===== src/sv/tmas_pkg.sv =====
// Package for the trimmed mean ADC scaler: sizes, register indexes,
// reset values and the structs passed between the block's modules.
// Has no dependencies.
package tmas_pkg;

  localparam int BATCH_SIZE  = 10;
  localparam int SAMPLE_BITS = 12;

  localparam int IN_W      = 12;
  localparam int CNT_W     = $clog2(BATCH_SIZE + 1);
  localparam int SUM_W     = SAMPLE_BITS + CNT_W;
  localparam int MULT_W    = 20;
  localparam int DEN_W     = 20;
  localparam int OFF_W     = 8;
  localparam int CFG_W     = 20;
  localparam int CFG_IDX_W = 2;
  localparam int DIV_W     = SAMPLE_BITS + MULT_W;
  localparam int DIV_CNT_W = $clog2(DIV_W);
  localparam int SCALED_W  = 20;
  localparam int CODE_W    = 12;
  localparam int KEPT_W    = 4;

  localparam logic [CFG_IDX_W-1:0] REG_MULT   = 2'd0;
  localparam logic [CFG_IDX_W-1:0] REG_DIV    = 2'd1;
  localparam logic [CFG_IDX_W-1:0] REG_OFFSET = 2'd2;

  localparam logic [MULT_W-1:0] MULT_RST = MULT_W'(19800);
  localparam logic [DEN_W-1:0]  DEN_RST  = DEN_W'(4095);
  localparam logic [OFF_W-1:0]  OFF_RST  = '0;

  localparam logic [SCALED_W-1:0] SCALED_TOP = '1;
  localparam logic [CODE_W-1:0]   CODE_TOP   = '1;

  typedef struct packed {
    logic [CNT_W-1:0]       pos;
    logic [SUM_W-1:0]       sum;
    logic [SAMPLE_BITS-1:0] lo;
    logic [CNT_W-1:0]       lo_hits;
    logic [SAMPLE_BITS-1:0] hi;
    logic [CNT_W-1:0]       hi_hits;
  } stats_t;

  typedef struct packed {
    logic             start;
    logic [DIV_W-1:0] dividend;
    logic [DEN_W-1:0] divisor;
  } div_req_t;

  typedef struct packed {
    logic             done;
    logic [DIV_W-1:0] quotient;
  } div_rsp_t;

endpackage


===== src/sv/tmas_stats.sv =====
// Batch statistics for the trimmed mean ADC scaler: running sum, lowest and
// highest sample and their hit counts. Depends on tmas_pkg.
module tmas_stats (
  input  logic                      clk_i,
  input  logic                      rst_ni,
  input  logic                      acc_i,
  input  logic [tmas_pkg::IN_W-1:0] sample_i,
  input  logic                      clear_i,
  output tmas_pkg::stats_t          stats_o
);

  tmas_pkg::stats_t                 st_q, st_d;
  logic [tmas_pkg::SAMPLE_BITS-1:0] smp;
  logic                             first;

  assign smp     = tmas_pkg::SAMPLE_BITS'(sample_i);
  assign first   = (st_q.pos == '0);
  assign stats_o = st_q;

  always_comb begin
    st_d = st_q;
    if (clear_i) begin
      st_d.pos     = '0;
      st_d.sum     = '0;
      st_d.lo      = '1;
      st_d.lo_hits = '0;
      st_d.hi      = '0;
      st_d.hi_hits = '0;
    end else if (acc_i) begin
      if (first || smp < st_q.lo) begin
        st_d.lo      = smp;
        st_d.lo_hits = tmas_pkg::CNT_W'(1);
      end else if (smp == st_q.lo) begin
        st_d.lo_hits = st_q.lo_hits + tmas_pkg::CNT_W'(1);
      end
      if (first || smp > st_q.hi) begin
        st_d.hi      = smp;
        st_d.hi_hits = tmas_pkg::CNT_W'(1);
      end else if (smp == st_q.hi) begin
        st_d.hi_hits = st_q.hi_hits + tmas_pkg::CNT_W'(1);
      end
      st_d.sum = st_q.sum + tmas_pkg::SUM_W'(smp);
      st_d.pos = st_q.pos + tmas_pkg::CNT_W'(1);
    end
  end

  always_ff @(posedge clk_i or negedge rst_ni) begin
    if (!rst_ni) begin
      st_q.pos     <= '0;
      st_q.sum     <= '0;
      st_q.lo      <= '1;
      st_q.lo_hits <= '0;
      st_q.hi      <= '0;
      st_q.hi_hits <= '0;
    end else begin
      st_q <= st_d;
    end
  end

endmodule


===== src/sv/tmas_div.sv =====
// Shared restoring divider for the trimmed mean ADC scaler, one quotient
// bit per cycle. Depends on tmas_pkg.
module tmas_div (
  input  logic               clk_i,
  input  logic               rst_ni,
  input  tmas_pkg::div_req_t req_i,
  output tmas_pkg::div_rsp_t rsp_o
);

  logic                           busy_q, busy_d;
  logic                           done_q, done_d;
  logic [tmas_pkg::DIV_CNT_W-1:0] cnt_q, cnt_d;
  logic [tmas_pkg::DIV_W-1:0]     quo_q, quo_d;
  logic [tmas_pkg::DEN_W-1:0]     rem_q, rem_d;
  logic [tmas_pkg::DEN_W-1:0]     den_q, den_d;
  logic [tmas_pkg::DEN_W:0]       shifted;
  logic [tmas_pkg::DEN_W:0]       diff;
  logic                           fits;

  assign shifted = {rem_q, quo_q[tmas_pkg::DIV_W-1]};
  assign fits    = (shifted >= {1'b0, den_q});
  assign diff    = shifted - {1'b0, den_q};

  assign rsp_o.done     = done_q;
  assign rsp_o.quotient = quo_q;

  always_comb begin
    busy_d = busy_q;
    done_d = 1'b0;
    cnt_d  = cnt_q;
    quo_d  = quo_q;
    rem_d  = rem_q;
    den_d  = den_q;
    if (req_i.start) begin
      busy_d = 1'b1;
      cnt_d  = tmas_pkg::DIV_CNT_W'(tmas_pkg::DIV_W - 1);
      quo_d  = req_i.dividend;
      rem_d  = '0;
      den_d  = req_i.divisor;
    end else if (busy_q) begin
      // A partial remainder that does not fit is below the divisor, so its
      // top bit is clear and it drops back to divisor width safely.
      rem_d = fits ? diff[tmas_pkg::DEN_W-1:0] : shifted[tmas_pkg::DEN_W-1:0];
      quo_d = {quo_q[tmas_pkg::DIV_W-2:0], fits};
      cnt_d = cnt_q - tmas_pkg::DIV_CNT_W'(1);
      if (cnt_q == '0) begin
        busy_d = 1'b0;
        done_d = 1'b1;
      end
    end
  end

  always_ff @(posedge clk_i or negedge rst_ni) begin
    if (!rst_ni) begin
      busy_q <= 1'b0;
      done_q <= 1'b0;
      cnt_q  <= '0;
    end else begin
      busy_q <= busy_d;
      done_q <= done_d;
      cnt_q  <= cnt_d;
    end
  end

  always_ff @(posedge clk_i) begin
    quo_q <= quo_d;
    rem_q <= rem_d;
    den_q <= den_d;
  end

endmodule


===== src/sv/trimmed_mean_adc_scaler.sv =====
// Top level of the trimmed mean ADC scaler: configuration registers, the
// end-of-batch sequencer and the output register.
// Depends on tmas_pkg, tmas_stats and tmas_div.
//
//   Channel  Direction  Handshake                  Payload
//   in       input      in_valid_i / in_stall_o    sample_i
//   out      output     out_valid_o / out_stall_i  scaled_value_o, mean_code_o,
//                                                  kept_count_o, no_survivor_o
//   cfg      input      cfg_we_i                   cfg_idx_i, cfg_data_i
//
// A sample that does not end a batch is taken without stalling the input.
// The last sample of a batch starts two passes through the shared divider,
// and the input stays stalled after it until its result is loaded.
// The result waits in an output register; the next batch can be collected
// meanwhile, but a new result is held back, with the input still stalled,
// until the previous one is taken.
// Reset is asynchronous, active low, clears the batch, presets config regs.
module trimmed_mean_adc_scaler (
  input  logic                                clk_i,
  input  logic                                rst_ni,
  input  logic                                in_valid_i,
  output logic                                in_stall_o,
  input  logic [tmas_pkg::IN_W-1:0]           sample_i,
  output logic                                out_valid_o,
  input  logic                                out_stall_i,
  output logic [tmas_pkg::SCALED_W-1:0]       scaled_value_o,
  output logic [tmas_pkg::CODE_W-1:0]         mean_code_o,
  output logic [tmas_pkg::KEPT_W-1:0]         kept_count_o,
  output logic                                no_survivor_o,
  input  logic                                cfg_we_i,
  input  logic [tmas_pkg::CFG_IDX_W-1:0]      cfg_idx_i,
  input  logic [tmas_pkg::CFG_W-1:0]          cfg_data_i
);

  localparam logic [2:0] S_IDLE = 3'd0;
  localparam logic [2:0] S_PREP = 3'd1;
  localparam logic [2:0] S_DIV1 = 3'd2;
  localparam logic [2:0] S_MUL  = 3'd3;
  localparam logic [2:0] S_DIV2 = 3'd4;
  localparam logic [2:0] S_FIN  = 3'd5;

  logic [2:0]                       state_q, state_d;
  logic [tmas_pkg::MULT_W-1:0]      mult_q;
  logic [tmas_pkg::DEN_W-1:0]       den_q;
  logic [tmas_pkg::OFF_W-1:0]       off_q;
  logic [tmas_pkg::CNT_W-1:0]       kept_q, kept_d;
  logic                             flag_q, flag_d;
  logic [tmas_pkg::SAMPLE_BITS-1:0] mean_q, mean_d;
  logic                             out_valid_q, out_valid_d;
  logic [tmas_pkg::SCALED_W-1:0]    scaled_q;
  logic [tmas_pkg::CODE_W-1:0]      code_q;
  logic [tmas_pkg::KEPT_W-1:0]      kept_out_q;
  logic                             flag_out_q;

  tmas_pkg::stats_t   stats;
  tmas_pkg::div_req_t div_req;
  tmas_pkg::div_rsp_t div_rsp;

  logic                             in_acc;
  logic                             out_acc;
  logic                             last;
  logic                             stats_clear;
  logic                             load_out;
  logic [tmas_pkg::CNT_W-1:0]       kept_calc;
  logic [tmas_pkg::SUM_W-1:0]       rest;
  logic [tmas_pkg::DIV_W-1:0]       product;
  logic [tmas_pkg::SCALED_W-1:0]    scaled_sat;
  logic [tmas_pkg::SCALED_W-1:0]    scaled_fin;
  logic [tmas_pkg::CODE_W-1:0]      code_fin;

  assign in_stall_o = (state_q != S_IDLE);
  assign in_acc     = in_valid_i && !in_stall_o;
  assign out_acc    = out_valid_q && !out_stall_i;
  assign last       = (stats.pos == tmas_pkg::CNT_W'(tmas_pkg::BATCH_SIZE - 1));

  tmas_stats u_stats (
    .clk_i    (clk_i),
    .rst_ni   (rst_ni),
    .acc_i    (in_acc),
    .sample_i (sample_i),
    .clear_i  (stats_clear),
    .stats_o  (stats)
  );

  tmas_div u_div (
    .clk_i  (clk_i),
    .rst_ni (rst_ni),
    .req_i  (div_req),
    .rsp_o  (div_rsp)
  );

  // When lowest and highest coincide every sample is trimmed away.
  assign kept_calc = (stats.lo == stats.hi) ? '0 :
                     tmas_pkg::CNT_W'(tmas_pkg::BATCH_SIZE) - stats.lo_hits - stats.hi_hits;
  assign rest = stats.sum
              - tmas_pkg::SUM_W'(tmas_pkg::SUM_W'(stats.lo) * tmas_pkg::SUM_W'(stats.lo_hits))
              - tmas_pkg::SUM_W'(tmas_pkg::SUM_W'(stats.hi) * tmas_pkg::SUM_W'(stats.hi_hits));

  assign product = tmas_pkg::DIV_W'(div_rsp.quotient[tmas_pkg::SAMPLE_BITS-1:0])
                 * tmas_pkg::DIV_W'(mult_q);

  // A zero divisor yields an all-ones quotient, which saturates here as well.
  assign scaled_sat = (div_rsp.quotient > tmas_pkg::DIV_W'(tmas_pkg::SCALED_TOP)) ?
                      tmas_pkg::SCALED_TOP : div_rsp.quotient[tmas_pkg::SCALED_W-1:0];
  assign scaled_fin = (scaled_sat > tmas_pkg::SCALED_W'(off_q)) ?
                      scaled_sat - tmas_pkg::SCALED_W'(off_q) : '0;
  assign code_fin   = (tmas_pkg::DIV_W'(mean_q) > tmas_pkg::DIV_W'(tmas_pkg::CODE_TOP)) ?
                      tmas_pkg::CODE_TOP : tmas_pkg::CODE_W'(mean_q);

  assign load_out = (state_q == S_FIN) && (!out_valid_q || !out_stall_i);

  always_comb begin
    state_d     = state_q;
    kept_d      = kept_q;
    flag_d      = flag_q;
    mean_d      = mean_q;
    stats_clear = 1'b0;
    div_req     = '0;
    out_valid_d = out_valid_q;
    if (out_acc) begin
      out_valid_d = 1'b0;
    end
    unique case (state_q)
      S_IDLE: begin
        if (in_acc && last) begin
          state_d = S_PREP;
        end
      end
      S_PREP: begin
        kept_d        = kept_calc;
        flag_d        = (kept_calc == '0);
        stats_clear   = 1'b1;
        div_req.start = 1'b1;
        if (kept_calc == '0) begin
          div_req.dividend = tmas_pkg::DIV_W'(stats.sum);
          div_req.divisor  = tmas_pkg::DEN_W'(tmas_pkg::BATCH_SIZE);
        end else begin
          div_req.dividend = tmas_pkg::DIV_W'(rest);
          div_req.divisor  = tmas_pkg::DEN_W'(kept_calc);
        end
        state_d = S_DIV1;
      end
      S_DIV1: begin
        if (div_rsp.done) begin
          state_d = S_MUL;
        end
      end
      S_MUL: begin
        mean_d           = div_rsp.quotient[tmas_pkg::SAMPLE_BITS-1:0];
        div_req.start    = 1'b1;
        div_req.dividend = product;
        div_req.divisor  = den_q;
        state_d          = S_DIV2;
      end
      S_DIV2: begin
        if (div_rsp.done) begin
          state_d = S_FIN;
        end
      end
      S_FIN: begin
        if (load_out) begin
          out_valid_d = 1'b1;
          state_d     = S_IDLE;
        end
      end
      default: begin
        state_d = S_IDLE;
      end
    endcase
  end

  always_ff @(posedge clk_i or negedge rst_ni) begin
    if (!rst_ni) begin
      state_q     <= S_IDLE;
      out_valid_q <= 1'b0;
      mult_q      <= tmas_pkg::MULT_RST;
      den_q       <= tmas_pkg::DEN_RST;
      off_q       <= tmas_pkg::OFF_RST;
    end else begin
      state_q     <= state_d;
      out_valid_q <= out_valid_d;
      if (cfg_we_i) begin
        unique case (cfg_idx_i)
          tmas_pkg::REG_MULT:   mult_q <= cfg_data_i[tmas_pkg::MULT_W-1:0];
          tmas_pkg::REG_DIV:    den_q  <= cfg_data_i[tmas_pkg::DEN_W-1:0];
          tmas_pkg::REG_OFFSET: off_q  <= cfg_data_i[tmas_pkg::OFF_W-1:0];
          default: begin
          end
        endcase
      end
    end
  end

  always_ff @(posedge clk_i) begin
    kept_q <= kept_d;
    flag_q <= flag_d;
    mean_q <= mean_d;
    if (load_out) begin
      scaled_q   <= scaled_fin;
      code_q     <= code_fin;
      kept_out_q <= tmas_pkg::KEPT_W'(kept_q);
      flag_out_q <= flag_q;
    end
  end

  assign out_valid_o    = out_valid_q;
  assign scaled_value_o = scaled_q;
  assign mean_code_o    = code_q;
  assign kept_count_o   = kept_out_q;
  assign no_survivor_o  = flag_out_q;

endmodule


===== config.mk =====
export PLATFORM = sky130hd
export DESIGN_NAME = trimmed_mean_adc_scaler
export DESIGN_NICKNAME = d
export VERILOG_FILES = /design/src/sv/tmas_pkg.sv /design/src/sv/tmas_stats.sv /design/src/sv/tmas_div.sv /design/src/sv/trimmed_mean_adc_scaler.sv
export SDC_FILE = /design/constraint.sdc
export NUM_CORES = 1
export LEC_CHECK = 0
export BUFFER_PORTS_ARGS = -buffer_cell sky130_fd_sc_hd__buf_4
export CAP_MARGIN = 30
export CORE_MARGIN = 4
export CORE_UTILIZATION = 58
export CTS_CLUSTER_SIZE = 24
export DETAILED_ROUTE_END_ITERATION = 12
export PLACE_DENSITY = 0.78
export SLEW_MARGIN = 20
export SYNTH_ARGS = -nofsm -noshare
export SYNTH_HDL_FRONTEND = slang
export SYNTH_SLANG_ARGS = --single-unit

===== constraint.sdc =====
create_clock -name clk_i -period 6 [get_ports clk_i]
set_input_delay 1.2 -clock clk_i [delete_from_list [all_inputs] [get_ports clk_i]]
set_output_delay 1.2 -clock clk_i [all_outputs]
set_load 0.005 [all_outputs]

==> Word-level counts from Yosys, hierarchy flattened <==
Cells that the tools add are included.
{ "totals": {"mem_bits_rw": 0, "latchBits": 0, "output_inout_bits": 39, "in_bits": 39, "memories": 0, "reg_bits": 237, "elab_cells": 120, "rom_bits": 0} }
{ "op_classes": {"bitwise_logic": 0, "div_mod_pow": 0, "n_reduce_logical": 30, "n_mul": 3, "mux": 32, "add_sub_neg": 11, "n_lt_le_gt_ge": 5, "eq_ne": 15, "shifts": 0} }
{ "op_table": {"columns": ["op", "count"], "rows": [
  ["one-hot mux 53 bit (2 select lines)", 1],
  ["two-way mux 52 bit", 2],
  ["two-way mux 32 bit", 2],
  ["two-way mux 20 bit", 2],
  ["== test 12 bit", 3],
  ["two-way mux 36 bit", 1],
  ["greater-than comparator 32 x 20 -> 1 bit, second input constant", 1],
  ["multiplier 12 x 20 -> 32 bit", 1],
  ["multiplier 12 x 4 -> 16 bit", 2],
  ["subtractor 16 bit", 2],
  ["two-way mux 12 bit", 2],
  ["greater-or-equal comparator 21 x 20 -> 1 bit", 1],
  ["greater-than comparator 20 x 8 -> 1 bit", 1],
  ["two-way mux 4 bit", 5],
  ["subtractor 20 bit", 1],
  ["subtractor 20 x 8 -> 20 bit", 1],
  ["one-hot mux 3 bit (6 select lines)", 1],
  ["adder 16 x 12 -> 16 bit", 1],
  ["AND reduction 2 bit", 7],
  ["adder 4 x 1 -> 4 bit, second input constant", 3],
  ["greater-than comparator 12 bit", 1],
  ["less-than comparator 12 bit", 1],
  ["two-way mux 3 bit", 4],
  ["two-way mux 1 bit", 10],
  ["22 further kinds", 40]
]} }

==> Logic depth before layout (Yosys ltp) <==
{ "logic_depth": {"ltp_word": 7, "mapped_depth": 23, "mapped_depth_nobuf": 21} }

==> Modules after synthesis <==
Synthesis repeated with hierarchy kept, for this count alone.
{ "unflattened": {"cells_unflattened": 2517, "hier_area_um2": 24303.3} }
{ "modules_own_cells": {"columns": ["mod", "area_per_inst_um2", "seq_area_each_um2", "instances", "cells_each"], "rows": [
  ["trimmed_mean_adc_scaler", 16375.7, 2946.6, 1, 1782],
  ["tmas_div", 4312.9, 2137.0, 1, 384],
  ["tmas_stats", 3614.7, 1316.3, 1, 351]
]} }

==> Worst setup path before layout <==
OpenSTA, ideal clock, no wires.
{ "synth_path": {"path_type": "register -> register", "from": "register mult_q[10] (netlist bit)", "to": "register u_div.quo_q[30] (netlist bit), data pin", "setup_slack_ps": 355, "setup_ps": 264, "n_path_buf": 2, "period_less_slack_ps": 5645, "arrival_time_ps": 5381, "stages_incl_launch_ff": 22, "required_ps": 5736, "path_cell_list": "dfstp_2 -> clkbuf_1 -> nand2_1 -> fa_1 -> inv_1 -> fa_1 -> fa_1 -> fa_1 -> inv_1 -> fa_1 -> inv_1 -> ha_1 -> clkbuf_1 -> nor3_1 -> nor2_1 -> a31oi_1 -> o41ai_2 -> a41oi_2 -> o21ai_2 -> a211oi_1 -> xor2_1 -> o21ai_1"} }
{ "synth_between": {"elab_chain_cells": 3} }
{ "synth_rtl": {"columns": ["element", "line_no", "text"], "rows": [
  ["start, declared", "trimmed_mean_adc_scaler.sv:43", "logic [tmas_pkg::MULT_W-1:0] mult_q;"],
  ["start signal, assigned", "trimmed_mean_adc_scaler.sv:176", "mult_q <= tmas_pkg::MULT_RST;"],
  ["start signal, assigned", "trimmed_mean_adc_scaler.sv:184", "tmas_pkg::REG_MULT: mult_q <= cfg_data_i[tmas_pkg::MULT_W-1:0];"],
  ["multiplier 12 x 20 -> 32 bit", "trimmed_mean_adc_scaler.sv:100", "* tmas_pkg::DIV_W'(mult_q);"],
  ["one-hot mux 53 bit (2 select lines)", "trimmed_mean_adc_scaler.sv:123", "unique case (state_q)"],
  ["two-way mux 32 bit", "tmas_div.sv:34", "if (req_i.start) begin"],
  ["named net u_div.quo_d, one bit", "tmas_div.sv:13", "logic [tmas_pkg::DIV_W-1:0] quo_q, quo_d;"],
  ["end signal, assigned", "tmas_div.sv:66", "quo_q <= quo_d;"],
  ["end, declared", "tmas_div.sv:13", null]
]} }
The timed path passes the listed nets, and every way through them passes these cells.
A chain may end at the register's enable or synchronous reset.

==> Final worst setup path <==
{ "layout_path": {"from": "register mult_q[8] (netlist bit)", "to": "register u_div.quo_q[30] (netlist bit), data pin"} }
Same word-level chain as after synthesis.

==> reports/metrics.yaml <==
area_delta_synth_final_pct: 11.3
antenna_found_initial: 2
rsz0062_at_grt: "yes"
io_buffers: 77
path_class: "flop to flop"
worstPathMaxFanout: 8
whs_path_depth: 0
power_leakage_nw: 12.4
grt_pass1_wl_um: 97400
setup_ws_ns: 0.180
crit_path_start_kind: "flop"
cts_sinks: 237
place_ws_ns: 0.0801
yosysUniqueCellTypes: 78
clock_path_buffers: 3
cpMaxStageDelayCell: "dfstp_2"
power_frac_seq_pct: 43.9
synth_top_cell_by_area: "fa_1"
synth_enable_flop_cells: 106
synth_top_area_share_pct: 22.5
fin_nets: 3054
syn_nets: 2956
finalHoldViolations: 0
fin_crit_ns: 5.82
cts_buffers: 27
drt_iter0_markers: 1341
ff2ff_setup_slack_ns: 0.18
clk_latency_ns: 0.56
grt_max_degree: 63
yosysWarningCount: 0
die_h_um: 209
combPwrFrac_pct: 20.3
cts_hold_buffers: 0
vias: 17988
cts_tree: "yes"
status: "finished clean"
period_share_pct: 97.0
hp-class: "flop to flop"
wl_um: 59600
maxSlewHeadroom_pct: 35.1
drt_pass1_iterations: 5
start_util_pct: 58.9
dieArea_mm2: 0.0438
yosysMostFrequentCell: "inv_1"
die_w_um: 209
timing.fmax_ghz: 0.172
drc_errors: 0
grt.total_usage_pct: 27.3
place_hpwl_um: 46800
syn-instance-count: 2475
path_cells: "buf_4, nand2_1, fa_1, inv_1, fa_1, fa_1, fa_1, inv_1, fa_1, inv_1, ha_1, a21oi_2, o211ai_1, a31oi_1, o41ai_2, buf_4, a41oi_2, o21ai_2, a211oi_2, xor2_1, o21ai_1"
hp-start: "code_fin[6]$_DFFE_PP_"
place_inst: 3039
setup_viol: 0
p_clk_share_pct: 35.7
rows: 73
antennaDiodeCount: 0
path_clk_slew_ns: 0.06
post-route-util_pct: 65.6
path_common_cell: "fa_1"
cts-root-buf: "clkbuf_16"
stdcell_count: 3119
rr_worst_depth: 21
synthFlopType: "edfxtp_1"
critPathBufInv: 5
slowest_delay_ns: 0.63
worstMarginPinSlew_ns: 0.973
p_sw_share_pct: 29.7
power.density_mw_per_mm2: 183
power_mw: 4.79
cts-htree-levels: 1
drv_cap: 0
coreArea_mm2: 0.0399
ios: 78
syn_avg_cell_area_um2: 9.50
gp_routability_congestion: 0.987
power_switching_mw: 1.42
worstHoldEndpoint: "mean_code_o[6]$_DFFE_PP_"
grt_overflow: 0
synth_commonest_cells: "inv_1, nand2_1, fa_1, ha_1, nor2_1"
ant_nets: 0
synthArstFlopShare_pct: 46.8
cp.arrival_ns: 6.12
reg2reg_from: "mult_q[8]$_DFFE_PN1P_"
finalMaxSlewViolations: 0
synthTopCellsByArea: "fa_1, edfxtp_1, ha_1, dfrtp_1, inv_1"
cp.required_ns: 6.30
synth.ff_latch_count: 237
cp-end-kind: "flop"
timing.rr.end: "u_div.quo_q[30]$_DFFE_PP_"
ys_seq_area_share_pct: 27.2
layout-drive-gt1-share_pct: 13.7
grt_pass1_vias: 18668
vdd_drop_max_mv: 0.205
skew_ns: 0.0143
syn-cell-area_mm2: 0.0235
avgRoutedWirePerCell_um: 19.1
power.internal_mw: 3.36
critPathTopFamily: "adder cells"
vias_per_cell: 5.77
==> cells by family (layout without fill, tap and decap cells) <==
logic type      count (synthesis)  count (layout)  share of synthesized area [%]
mux                            66              66                           3.07
simple gates                  753             753                           15.1
xor+xnor                      108             108                           4.02
flops                         237             237                           27.2
buf+inv                       481             600                           7.78
fa+ha+maj                     442             442                           31.9
compound gates                388             388                           10.8
==> how the worst max path moves through the flow <==
stage	to	slack, ns	startpoint	cells after the start
after floorplan	u_div.quo_q[30]$_DFFE_PP_	0.36	mult_q[10]$_DFFE_PN1P_	21
after global placement	u_div.quo_q[30]$_DFFE_PP_	0.18	mult_q[6]$_DFFE_PN1P_	20
after detailed placement	u_div.quo_q[30]$_DFFE_PP_	0.08	mult_q[6]$_DFFE_PN1P_	20
after CTS	u_div.quo_q[30]$_DFFE_PP_	0.06	mult_q[6]$_DFFE_PN1P_	20
after global routing	u_div.quo_q[30]$_DFFE_PP_	-0.09	mult_q[8]$_DFFE_PN1P_	21
final	u_div.quo_q[30]$_DFFE_PP_	0.18	mult_q[8]$_DFFE_PN1P_	21
==> per-layer routing <==
| metal | wire length, µm | track usage, % | vias up |
|---|---|---|---|
| met1 | 24300 | 36.0 | 8909 |
| met2 | 28700 | 46.1 | 653 |
| met5 | 23 | 0 | - |
| li1 | - | - | 8271 |
| met3 | 4300 | 5.10 | 153 |
| met4 | 2330 | 8.55 | 2 |
==> power groups by stage <==
stage / logic, mW / registers (mW) / clock network [mW]
finish: 0.973 / 2.10 / 1.71
global route: 1.08 / 2.12 / 1.81
CTS: 0.927 / 2.10 / 1.73
detailed placement: 0.918 / 2.13 / 0
global placement: 0.879 / 2.12 / 0
floorplan: 0.713 / 2.02 / 0
==> cell usage in the layout (no fill, tap or decap), types with 8 or more instances in the layout <==
master | netlist | final
fa_1 | 264 | 263
o31ai_1 | 20 | 20
ha_1 | 178 | 172
nand2_1 | 336 | 336
dfstp_2 | 31 | 31
buf_4 | 2 | 170
a21oi_1 | 109 | 104
mux2i_1 | 17 | 17
o21a_1 | 12 | 12
clkbuf_16 | 0 | 27
a31oi_1 | 15 | 15
o21ai_0 | 87 | 84
dfxtp_1 | 20 | 20
nor2b_1 | 16 | 16
nand4_1 | 13 | 13
o211ai_1 | 16 | 16
nand2b_1 | 26 | 25
a211oi_1 | 19 | 18
edfxtp_1 | 106 | 106
o21ai_1 | 11 | 13
o21bai_1 | 8 | 8
nand3b_1 | 17 | 17
inv_1 | 368 | 367
xor2_1 | 56 | 56
and2_1 | 112 | 111
nor3_1 | 24 | 24
dfrtp_1 | 80 | 79
xnor2_1 | 52 | 52
nor4_1 | 9 | 9
nor2_1 | 118 | 118
mux2_2 | 49 | 49
nand3_1 | 30 | 29
a21o_1 | 37 | 37
and3_1 | 25 | 24
==> layout make-up <==
class / instances / area (µm²)
multi-input cells: 1757 / 15400
fillers: 3110 / 13700
flip-flops and latches: 237 / 6400
repair buffers: 181 / 1440
inverters: 369 / 1390
clock buffers: 30 / 687
well taps: 525 / 657
clock inverters: 20 / 216
==> stage by stage <==
step                      hold slack [ns]  TNS, ns  instance area (µm²)
final                               0.418        0                26200
after global routing                0.424   -0.265                26200
after CTS                           0.419        0                25800
after detailed placement            0.406        0                24900
after global placement              0.401        0                24900
after floorplan                     0.400        0                23500
==> what timing repair did <==
item                                    4_1_cts  5_1_grt
resized for setup                             0       28
endpoints found under the setup margin        0       11
buffers inserted                              0       30
==> state kept, by name, indices dropped and copies added (netlist names) <==
| register | count |
|---|---|
| code_fin | 12 |
| den_q | 20 |
| flag_q | 1 |
| kept_count_o | 4 |
| kept_q | 4 |
| mean_code_o | 12 |
| mult_q | 20 |
| no_survivor_o | 1 |
| off_q | 8 |
| out_valid_o | 1 |
| scaled_value_o | 20 |
| state_q | 3 |
| u_div.busy_q | 1 |
| u_div.cnt_q | 5 |
| u_div.den_q | 20 |
| u_div.done_q | 1 |
| u_div.quo_q | 32 |
| u_div.rem_q | 20 |
| u_stats.stats_o | 52 |
(Power assumes the default switching activity.)
